### src/cigar_run_encoder_core_macros.svh
// Assertion macros shared by the run encoder modules.
// Both macros expect signals named clk and rst_n in the calling scope.
`ifndef CIGAR_RUN_ENCODER_CORE_MACROS_SVH
`define CIGAR_RUN_ENCODER_CORE_MACROS_SVH

// Invariant that must hold at every clock edge out of reset.
`define CRE_ASSERT_ALWAYS(label, expr, msg) \
    label: assert property (@(posedge clk) disable iff (!rst_n) (expr)) else $error(msg);

// Condition that must hold in the cycle after the trigger.
`define CRE_ASSERT_NEXT(label, ante, cons, msg) \
    label: assert property (@(posedge clk) disable iff (!rst_n) (ante) |=> (cons)) \
        else $error(msg);

`endif

### src/cre_pkg.sv
// Package for the CIGAR run encoder: beat types, operation codes, sizes.
// No dependencies; used by cre_run_tracker, cre_result_queue and cigar_run_encoder_core.
`timescale 1ns / 1ps

package cre_pkg;

    // Run counter width inside the block; the result field is 16 bits.
    localparam int RUN_LENGTH_BITS  = 16;
    localparam int RUN_FIELD_BITS   = 16;
    localparam int LENGTH_WIDE_BITS =
        (RUN_LENGTH_BITS > RUN_FIELD_BITS) ? RUN_LENGTH_BITS : RUN_FIELD_BITS;

    // Result queue sizing
    localparam int QUEUE_DEPTH      = 4;
    localparam int QUEUE_COUNT_BITS = $clog2(QUEUE_DEPTH + 1);

    // Symbol classes
    localparam logic [1:0] CLASS_BASE    = 2'd0;
    localparam logic [1:0] CLASS_GAP     = 2'd1;
    localparam logic [1:0] CLASS_MISSING = 2'd2;

    typedef enum logic [2:0] {
        OP_MATCH         = 3'd0,
        OP_REF_GAP       = 3'd1,
        OP_QUERY_GAP     = 3'd2,
        OP_REF_SKIPPED   = 3'd3,
        OP_QUERY_SKIPPED = 3'd4
    } run_op_t;

    typedef logic [RUN_LENGTH_BITS-1:0] run_count_t;

    typedef struct packed {
        logic [1:0] ref_class;
        logic [1:0] query_class;
        logic       last_column;
    } column_t;

    typedef struct packed {
        run_op_t                   run_op;
        logic [RUN_FIELD_BITS-1:0] run_length;
        logic                      length_saturated;
        logic                      last_run;
    } run_t;

    // Up to two runs leave the tracker per column: the closed one, then the flush.
    typedef struct packed {
        logic first_valid;
        logic second_valid;
        run_t first;
        run_t second;
    } run_push_t;

    // Low field bits of the run counter, zero-extended when the counter is narrower.
    function automatic logic [RUN_FIELD_BITS-1:0] length_field(input run_count_t len);
        logic [LENGTH_WIDE_BITS-1:0] wide;
        wide = LENGTH_WIDE_BITS'(len);
        return wide[RUN_FIELD_BITS-1:0];
    endfunction

endpackage

### src/cre_stream_if.sv
// Valid/ready stream channel carrying one payload beat per handshake.
// Payload type is set at instantiation; depends on nothing else.
`timescale 1ns / 1ps

interface cre_stream_if #(parameter type payload_t = logic) ();
    logic     valid;
    logic     ready;
    payload_t payload;

    modport source (output valid, output payload, input ready);
    modport sink   (input valid, input payload, output ready);
endinterface

### src/cre_run_tracker.sv
// Open-run tracker: classifies a column, extends or closes the run, flushes on last.
// Depends on cre_pkg and cigar_run_encoder_core_macros.svh.
`timescale 1ns / 1ps
`include "cigar_run_encoder_core_macros.svh"

module cre_run_tracker
    import cre_pkg::*;
(
    input  logic      clk,
    input  logic      rst_n,
    input  logic      accept,
    input  column_t   col,
    output run_push_t push
);

    run_op_t    open_op_reg,        open_op_next;
    run_count_t open_length_reg,    open_length_next;
    logic       open_saturated_reg, open_saturated_next;
    logic       any_emitted_reg,    any_emitted_next;

    run_op_t    col_op;
    logic       same_op;
    logic       close_run;
    run_op_t    upd_op;
    run_count_t upd_length;
    logic       upd_saturated;

    // Fixed priority: ref gap, ref missing, query gap, query missing, match
    always_comb
    begin
        if (col.ref_class == CLASS_GAP)
            col_op = OP_REF_GAP;
        else if (col.ref_class == CLASS_MISSING)
            col_op = OP_QUERY_SKIPPED;
        else if (col.query_class == CLASS_GAP)
            col_op = OP_QUERY_GAP;
        else if (col.query_class == CLASS_MISSING)
            col_op = OP_REF_SKIPPED;
        else
            col_op = OP_MATCH;
    end

    assign same_op   = (col_op == open_op_reg);
    assign close_run = !same_op && (open_length_reg != '0);

    always_comb
    begin
        if (same_op)
        begin
            upd_op = open_op_reg;
            if (open_length_reg == '1)
            begin
                upd_length    = open_length_reg;
                upd_saturated = 1'b1;
            end
            else
            begin
                upd_length    = open_length_reg + run_count_t'(1);
                upd_saturated = open_saturated_reg;
            end
        end
        else
        begin
            upd_op        = col_op;
            upd_length    = run_count_t'(1);
            upd_saturated = 1'b0;
        end
    end

    // Closed run: query gap becomes ref skipped when nothing was emitted yet
    run_t closed_run;
    run_t flush_run;

    always_comb
    begin
        closed_run.run_op = open_op_reg;
        if (open_op_reg == OP_QUERY_GAP && !any_emitted_reg)
            closed_run.run_op = OP_REF_SKIPPED;
        closed_run.run_length       = length_field(open_length_reg);
        closed_run.length_saturated = open_saturated_reg;
        closed_run.last_run         = 1'b0;

        // flushed run is always last, so a query gap is always relabelled
        flush_run.run_op = upd_op;
        if (upd_op == OP_QUERY_GAP)
            flush_run.run_op = OP_REF_SKIPPED;
        flush_run.run_length       = length_field(upd_length);
        flush_run.length_saturated = upd_saturated;
        flush_run.last_run         = 1'b1;
    end

    always_comb
    begin
        push.first_valid  = 1'b0;
        push.second_valid = 1'b0;
        push.first        = flush_run;
        push.second       = flush_run;
        if (accept)
        begin
            if (close_run)
            begin
                push.first_valid  = 1'b1;
                push.first        = closed_run;
                push.second_valid = col.last_column;
            end
            else
            begin
                push.first_valid = col.last_column;
            end
        end
    end

    always_comb
    begin
        open_op_next        = open_op_reg;
        open_length_next    = open_length_reg;
        open_saturated_next = open_saturated_reg;
        any_emitted_next    = any_emitted_reg;
        if (accept)
        begin
            if (col.last_column)
            begin
                open_op_next        = OP_QUERY_SKIPPED;
                open_length_next    = '0;
                open_saturated_next = 1'b0;
                any_emitted_next    = 1'b0;
            end
            else
            begin
                open_op_next        = upd_op;
                open_length_next    = upd_length;
                open_saturated_next = upd_saturated;
                any_emitted_next    = any_emitted_reg | close_run;
            end
        end
    end

    always_ff @(posedge clk or negedge rst_n)
    begin
        if (!rst_n)
        begin
            open_op_reg        <= OP_QUERY_SKIPPED;
            open_length_reg    <= '0;
            open_saturated_reg <= 1'b0;
            any_emitted_reg    <= 1'b0;
        end
        else
        begin
            open_op_reg        <= open_op_next;
            open_length_reg    <= open_length_next;
            open_saturated_reg <= open_saturated_next;
            any_emitted_reg    <= any_emitted_next;
        end
    end

    `CRE_ASSERT_NEXT(a_last_clears, accept && col.last_column,
        open_length_reg == '0 && !any_emitted_reg, "state not cleared after last column")
    `CRE_ASSERT_ALWAYS(a_empty_run_op, open_length_reg != '0 || open_op_reg == OP_QUERY_SKIPPED,
        "empty open run with unexpected operation")
    `CRE_ASSERT_ALWAYS(a_sat_at_max, !open_saturated_reg || open_length_reg == '1,
        "saturation flag set below maximum length")

endmodule

### src/cre_result_queue.sv
// Small shift queue of finished runs; head entry drives the output beat.
// Takes up to two runs per cycle. Depends on cre_pkg and the macro header.
`timescale 1ns / 1ps
`include "cigar_run_encoder_core_macros.svh"

module cre_result_queue
    import cre_pkg::*;
(
    input  logic      clk,
    input  logic      rst_n,
    input  run_push_t push,
    input  logic      pop,
    output run_t      head,
    output logic      head_valid,
    output logic      room
);

    typedef logic [QUEUE_COUNT_BITS-1:0] qcount_t;

    run_t    entry_reg [QUEUE_DEPTH];
    run_t    entry_next[QUEUE_DEPTH];
    qcount_t count_reg, count_next;
    qcount_t base;

    assign head_valid = (count_reg != '0);
    assign head       = entry_reg[0];
    // room for two beats regardless of the output side
    assign room       = (count_reg <= qcount_t'(QUEUE_DEPTH - 2));
    assign base       = count_reg - qcount_t'(pop);

    always_comb
    begin
        for (int i = 0; i < QUEUE_DEPTH; i++)
        begin
            if (pop && i < QUEUE_DEPTH - 1)
                entry_next[i] = entry_reg[i + 1];
            else
                entry_next[i] = entry_reg[i];
            if (push.first_valid && qcount_t'(i) == base)
                entry_next[i] = push.first;
            if (push.second_valid && qcount_t'(i) == base + qcount_t'(1))
                entry_next[i] = push.second;
        end
        count_next = count_reg - qcount_t'(pop)
                   + qcount_t'(push.first_valid) + qcount_t'(push.second_valid);
    end

    always_ff @(posedge clk)
    begin
        for (int i = 0; i < QUEUE_DEPTH; i++)
            entry_reg[i] <= entry_next[i];
    end

    always_ff @(posedge clk or negedge rst_n)
    begin
        if (!rst_n)
            count_reg <= '0;
        else
            count_reg <= count_next;
    end

    `CRE_ASSERT_ALWAYS(a_count_bound, count_reg <= qcount_t'(QUEUE_DEPTH),
        "queue count beyond depth")
    `CRE_ASSERT_ALWAYS(a_push_order, !push.second_valid || push.first_valid,
        "second run pushed without first")
    `CRE_ASSERT_ALWAYS(a_push_room, !(push.first_valid || push.second_valid) || room,
        "run pushed without room")
    `CRE_ASSERT_NEXT(a_single_drain, pop && count_reg == qcount_t'(1) && !push.first_valid,
        !head_valid, "queue not empty after last beat taken")

endmodule

### src/cigar_run_encoder_core.sv
// CIGAR run-length encoder, top level: column sink, run source.
// Depends on cre_pkg, cre_stream_if, cre_run_tracker and cre_result_queue.
`timescale 1ns / 1ps

// Usage
//   column (sink): one alignment column per beat, ref_class, query_class and
//     last_column. Taken when valid and ready are both high.
//   run (source): one finished CIGAR run per beat (run_op, run_length,
//     length_saturated, last_run). A column gives zero, one or two runs: the
//     run closed by a change of operation, then on the last column the
//     flushed run, marked last_run.
//   Order: a run enters the result queue registers when the column that caused
//     it is taken and is offered on run from the queue head; the second run of a column follows it.
//   Throughput: one column per cycle while the queue has room. The tracker never
//     stalls; the rate is bounded only by the four-entry result queue, which
//     holds ready low while it has fewer than two free places.
//   Reset: rst_n low clears the open run (query skipped, length zero), the
//     alignment history and the queue; ready is already high during reset, as the queue is empty.
//   Stall: while the receiver holds ready low, columns keep being taken until
//     the queue is near full; nothing is dropped or repeated.
module cigar_run_encoder_core
    import cre_pkg::*;
(
    input  logic          clk,
    input  logic          rst_n,
    cre_stream_if.sink    column,
    cre_stream_if.source  run
);

    logic      col_accept;
    logic      queue_room;
    logic      run_pop;
    run_push_t run_push;
    column_t   col_beat;

    assign col_beat     = column.payload;
    assign column.ready = queue_room;
    assign col_accept   = column.valid && queue_room;
    assign run_pop      = run.valid && run.ready;

    cre_run_tracker u_tracker (
        .clk    (clk),
        .rst_n  (rst_n),
        .accept (col_accept),
        .col    (col_beat),
        .push   (run_push)
    );

    // head of the queue is the output register
    cre_result_queue u_queue (
        .clk        (clk),
        .rst_n      (rst_n),
        .push       (run_push),
        .pop        (run_pop),
        .head       (run.payload),
        .head_valid (run.valid),
        .room       (queue_room)
    );

endmodule
### src/flat_wrapper.sv
// flat-port wrapper written by rule: the top's interface ports become plain ports
module cigar_run_encoder_core_flat import cre_pkg::*;
  (clk, rst_n, column_valid, column_payload, column_ready, run_valid, run_payload, run_ready);
  cre_stream_if column_i ();
  cre_stream_if run_i ();
  input  logic clk;
  input  logic rst_n;
  input wire logic [$bits(column_i.valid)-1:0] column_valid;
  input wire logic [$bits(column_i.payload)-1:0] column_payload;
  output wire logic [$bits(column_i.ready)-1:0] column_ready;
  output wire logic [$bits(run_i.valid)-1:0] run_valid;
  output wire logic [$bits(run_i.payload)-1:0] run_payload;
  input wire logic [$bits(run_i.ready)-1:0] run_ready;
  assign column_i.valid = column_valid;
  assign column_i.payload = column_payload;
  assign column_ready = column_i.ready;
  assign run_valid = run_i.valid;
  assign run_payload = run_i.payload;
  assign run_i.ready = run_ready;
  cigar_run_encoder_core u_core (.clk(clk), .rst_n(rst_n), .column(column_i), .run(run_i));
endmodule
### config.mk
export PLATFORM = sky130hd
export DESIGN_NAME = cigar_run_encoder_core_flat
export DESIGN_NICKNAME = d
export VERILOG_FILES = /design/src/cre_pkg.sv /design/src/cre_stream_if.sv /design/src/cre_run_tracker.sv /design/src/cre_result_queue.sv /design/src/cigar_run_encoder_core.sv /design/src/flat_wrapper.sv
export VERILOG_INCLUDE_DIRS = /design/src /design/src/src
export SDC_FILE = /design/constraint.sdc
export NUM_CORES = 1
export LEC_CHECK = 0
export BUFFER_PORTS_ARGS = -buffer_cell sky130_fd_sc_hd__buf_2
export CORE_MARGIN = 2
export CORE_UTILIZATION = 45
export CTS_CLUSTER_SIZE = 10
export DETAILED_ROUTE_END_ITERATION = 6
export GPL_TIMING_DRIVEN = 0
export PLACE_DENSITY = 0.69
export SLEW_MARGIN = 15
export SYNTH_ARGS = -nofsm -noshare
export SYNTH_HDL_FRONTEND = slang
export SYNTH_SLANG_ARGS = --single-unit
### constraint.sdc
create_clock -name clk -period 2.9 [get_ports clk]
set_input_delay 0.145 -clock clk [delete_from_list [all_inputs] [get_ports clk]]
set_output_delay 0.145 -clock clk [all_outputs]
set_load 0.01 [all_outputs]
# After elaboration in Yosys (flattened, before gate mapping)
# Memory sizes are Yosys's and may differ from the RTL's.
# Index checks and enable logic that the tools add are counted.
[totals]
register_bits = 24
ramBits = 84
wordCells = 66
memories = 1
[mem_list]
columns = ["memory", "words", "width", "read_ports", "rd_ports_with_merged_regs", "write_ports", "line", "rtl"]
rows = [
  ["u_core.u_queue.entry_reg", 4, 21, 4, 0, 4, "cre_result_queue.sv:20", "run_t entry_reg [QUEUE_DEPTH];"],
]
[classes]
n_addsub = 5
n_lt_le_gt_ge = 1
n_eq_ne = 9
muxes = 25
bitwise = 1
n_reduce_logical = 19
[op_table]
columns = ["cell", "count"]
rows = [
  ["two-way mux 21 bit", 11],
  ["two-way mux 16 bit", 3],
  ["two-way mux 23 bit", 1],
  ["two-way mux 22 bit", 1],
  ["adder 16 x 1 -> 16 bit (second input constant)", 1],
  ["equality test 16 bit (second input constant)", 1],
  ["nonzero test 16 bit", 1],
  ["equality test 2 x 3 -> 1 bit (first input constant)", 4],
  ["logical AND 1 bit", 12],
  ["two-way mux 3 bit", 4],
  ["logical NOT 3 bit", 3],
  ["adder 3 x 1 -> 3 bit", 2],
  ["equality test 1 x 3 -> 1 bit (first input constant)", 2],
  ["equality test 3 x 2 -> 1 bit (second input constant)", 2],
  ["two-way mux 1 bit", 5],
  ["adder 3 x 1 -> 3 bit (second input constant)", 1],
  ["<= comparator 3 x 2 -> 1 bit (second input constant)", 1],
  ["nonzero test 3 bit", 1],
  ["subtractor 3 x 1 -> 3 bit", 1],
  ["logical NOT 1 bit", 2],
  ["OR 1 bit", 1],
]

# Depth between registers and ports, before layout
[logic_depth]
ltp_word = 9
mapped_depth = 10
depth_no_buf = 10

# By module
# A second synthesis with hierarchy kept.
[hier_totals]
cells_unflattened = 694
area_unflattened_um2 = 6543.8
[by_module_without_submodules]
columns = ["mod", "n_inst", "cells_each", "area_each_um2"]
rows = [
  ["cre_result_queue", 1, 432, 4571.9],
  ["cre_run_tracker", 1, 259, 1955.6],
  ["cigar_run_encoder_core", 1, 3, 16.3],
]

# Least setup slack after synthesis
# Ideal clock, no wire load.
[synth_timing]
kind = "reg-to-reg"
start = "reg u_core.u_queue.count_reg[0]"
end = "mem u_core.u_queue.entry_reg[3][0] (netlist name)"
setup_time_ps = 75
t_arrival_ps = 2418
t_required_ps = 2825
path_slack_ps = 407
path_stages_with_launch = 11
n_path_buf = 0
period_less_slack_ps = 2493
path_cell_list = "dfrtp_1 o31ai_1 inv_1 ha_1 ha_1 nor2_1 ha_1 nand2_1 nor4_1 nand2_1 o22ai_1"
[synth_lines]
columns = ["item", "line", "rtl"]
rows = [
  ["start, declared", "cre_result_queue.sv:22", "qcount_t count_reg, count_next;"],
  ["start signal, assigned", "cre_result_queue.sv:59", "count_reg <= count_next;"],
  ["end, declared", "cre_result_queue.sv:20", ""],
]

==> flow_metrics.py <==
metrics = {
    "floorplan": {
        "core_area_um2": 3360,
        "die_x_um": 63.6,
        "dieHeight_um": 63.6,
        "io_pins": 8,
        "core.rowCount": 21,
        "dieArea_um2": 4040,
        "start_util_pct": 47.5,
    },
    "synth": {
        "synth-seq-cells": 26,
        "yosys.area_share.adder_pct": 5.95,
        "yosys.area_share.simple_pct": 29.6,
        "ys_seq_area_share_pct": 39.5,
        "yosysTopAreaCell": "dfrtp_1",
        "async_reset_ff_share_pct": 84.6,
        "synth_top_family_by_area": "simple AND/OR/NAND/NOR gates",
        "synth.top_cells.by_count": "dfrtp_1 (21), nand2_1 (14), inv_1 (13)",
        "synth_area_leaders": "dfrtp_1 (33%), dfxtp_1 (5.0%), ha_1 (4.7%), a21oi_1 (3.8%), o31ai_1 (3.8%)",
        "synth_xor_area_share_pct": 1.10,
        "synth_top_area_share_pct": 32.9,
        "synth_edf_count": 0,
        "synth_compound_area_share_pct": 16.1,
        "post-synth-top-count-cell": "dfrtp_1",
        "synth_fp_nets": 189,
        "netlist_area_um2": 1600,
        "ys_types": 41,
        "synth_cells": 177,
        "muxShareOfSynthArea_pct": 3.29,
        "synth_area_per_cell_um2": 9.03,
        "synth_warnings": 0,
        "synth_ff_type": "dfrtp_1",
    },
    "global_routing": {
        "antenna_found_initial": 0,
        "grt_pass1_vias": 1460,
        "grt_max_degree": 23,
        "grtUsageTotal_pct": 20.7,
        "grt_first_pass_wirelength_mm": 6.67,
        "grt-ovfl-total": 0,
    },
    "route": {
        "remaining_drc_errors": 0,
        "wire_per_inst_um": 15.9,
        "vias_per_cell": 6.28,
        "dr.pass1.iters": 4,
        "wirelength_mm": 3.74,
        "ant_nets": 0,
        "drtIter0Drc": 105,
        "vias": 1475,
    },
    "sta": {
        "drv_slew": 0,
        "setup_ws_ps": 328,
        "hold_slack_ps": 138,
        "rsz0062_at_grt": "false",
        "period_needed_ps": 2570,
        "tightest_slew_ps": 910,
        "hold_viol_final": 0,
        "max_freq_mhz": 389,
        "fin_crit_sh_pct": 88.7,
        "slew_headroom_pct": 38.8,
        "fin_skew_ps": 15.5,
        "setup_viol": 0,
    },
    "worst_setup_path": {
        "cp_common_cell": "ha_1",
        "worstSetupStartpointType": "flop",
        "cp_cell_sequence": "o31ai_2 -> inv_1 -> ha_1 -> ha_1 -> xnor2_1 -> ha_1 -> nand2_1 -> nor4_2 -> a32oi_1 -> o21ai_0",
        "cp_max_fo": 4,
        "cp.depth": 10,
        "arrival_ps": 2800,
        "path_delay_family": "compound AO/OA/AOI/OAI gates",
        "critPathMaxStageDelay_ps": 430,
        "path_class": "reg2reg",
        "reg2reg_depth": 10,
        "path_buf_inv": 1,
        "cpMaxStageDelayCell": "dfrtp_1",
        "crit_path_end_kind": "flop",
        "worstPathRequired_ps": 3130,
    },
    "power": {
        "p_int_mw": 0.757,
        "p_clk_share_pct": 13.9,
        "comb_power_share_pct": 47.0,
        "pwr-share-seq_pct": 39.0,
        "peakVddDrop_mv": 0.380,
        "switching_share_pct": 43.5,
        "p_leak_nw": 0.712,
        "p_sw_mw": 0.582,
        "power.density_nw_per_um2": 766,
    },
    "clock_tree": {
        "htree_levels": 1,
        "cts.path.max_buffers": 2,
        "clk_pin_slew_ps": 150,
        "clock_sink_count": 26,
        "root_buffer": "clkbuf_4",
        "cts_tree": "yes",
        "worstSkewPairLatency_ps": 340,
        "numCtsBuffers": 3,
    },
    "job": {
        "cap_violations": 0,
    },
    "placed_design": {
        "portBuffers": 7,
        "hpwlAfterDp_mm": 2.82,
        "place_inst": 230,
        "post-place-ws_ps": -15.7,
        "gp_congestion": 0.886,
    },
    "layout": {
        "finish.utilization_pct": 52.0,
        "drive_above_1_share_pct": 11.1,
        "area_growth_pct": 9.40,
        "multi_input_area_um2": 907,
        "fin_cells": 235,
        "largest_reg_flops": 16,
        "nFillCells": 319,
        "nets": 202,
        "antenna_cells": 0,
        "seqCellArea_um2": 632,
    },
    "min_path": {
        "whs_path_depth": 3,
        "hold_class": "in2reg",
    },
    "run_status": {
        "status": "finished clean",
    },
}
==> through the flow <==
stage	TNS [ps]	cell area (um^2)	total power [mW]
global route	0	1750	1.46
detailed placement	-15.7	1690	1.14
CTS	0	1740	1.33
floorplan	0	1600	0.967
finish	0	1750	1.34
global placement	0	1690	1.11
==> kinds of logic after synthesis <==
logic type,count (synthesis)
fa+ha+maj,7
mux,5
flops,26
compound gates,40
xor+xnor,2
buf+inv,17
simple gates,80
==> tightest hold or removal path: stages <==
cell and delay [ps]:
buf_2 130, nand3_1 140, nand2_1 70
==> per-layer routing <==
| layer | track usage, % | vias up | share of wire [%] |
|---|---|---|---|
| li1 | - | 701 | - |
| met1 | 26.9 | 708 | 45 |
| met2 | 33.3 | 54 | 48 |
| met3 | 4.11 | 12 | 4.5 |
| met4 | 9.51 | 0 | 2.5 |
| met5 | 0 | - | 0 |
==> final cells by class <==
| cell class | count | area share, % |
|---|---|---|
| tap | 46 | 3.29 |
| buffer | 4 | 1.22 |
| clock buffer | 4 | 2.08 |
| timing repair buffer | 8 | 2.58 |
| multi-input combinational | 134 | 51.9 |
| inverter | 13 | 2.79 |
| sequential | 26 | 36.1 |
==> repair_timing <==
action	4_1_cts	5_1_grt
hold buffers	1	0
hold endpoints to repair	21	0
gates resized for setup	1	1
endpoints found under the setup margin	3	2
buffers inserted	0	0
==> worst paths after layout <==
check                      slack, ps                                         from                                              end
min reg2reg                      500  u_core.u_tracker.open_op_reg[2]$_DFFE_PN1P_      u_core.u_tracker.open_op_reg[2]$_DFFE_PN1P_
min                              140                               column_payload      u_core.u_tracker.open_op_reg[2]$_DFFE_PN1P_
max                              330        u_core.u_queue.count_reg[0]$_DFF_PN0_      u_core.u_queue.entry_reg[0][0]$_SDFFE_PP1P_
min in group asynchronous        290                                        rst_n  u_core.u_tracker.open_length_reg[0]$_DFFE_PN0P_
max reg2reg                      330        u_core.u_queue.count_reg[0]$_DFF_PN0_      u_core.u_queue.entry_reg[0][0]$_SDFFE_PP1P_
max in group asynchronous       2260                                        rst_n      u_core.u_tracker.open_op_reg[2]$_DFFE_PN1P_
==> power by group through the flow <==
| stage | clock [mW] | sequential, mW | combinational [mW] |
|---|---|---|---|
| final | 0.187 | 0.523 | 0.630 |
| after CTS | 0.186 | 0.517 | 0.625 |
| after floorplan | 0 | 0.509 | 0.457 |
| after global routing | 0.214 | 0.539 | 0.707 |
| after global placement | 0 | 0.519 | 0.593 |
| after detailed placement | 0 | 0.523 | 0.619 |
==> cell usage in the layout (no fill, tap or decap), types with 6 or more instances in the layout <==
cell	n
nand3_1	10
a31oi_1	6
nor4_1	6
inv_1	13
nand4_1	6
ha_1	6
o31ai_1	7
or4_1	8
buf_2	8
a21oi_1	12
dfrtp_1	21
nor2_1	6
nor3_1	7
nand2_1	14
No activity file was read; power rests on OpenSTA's default activity.
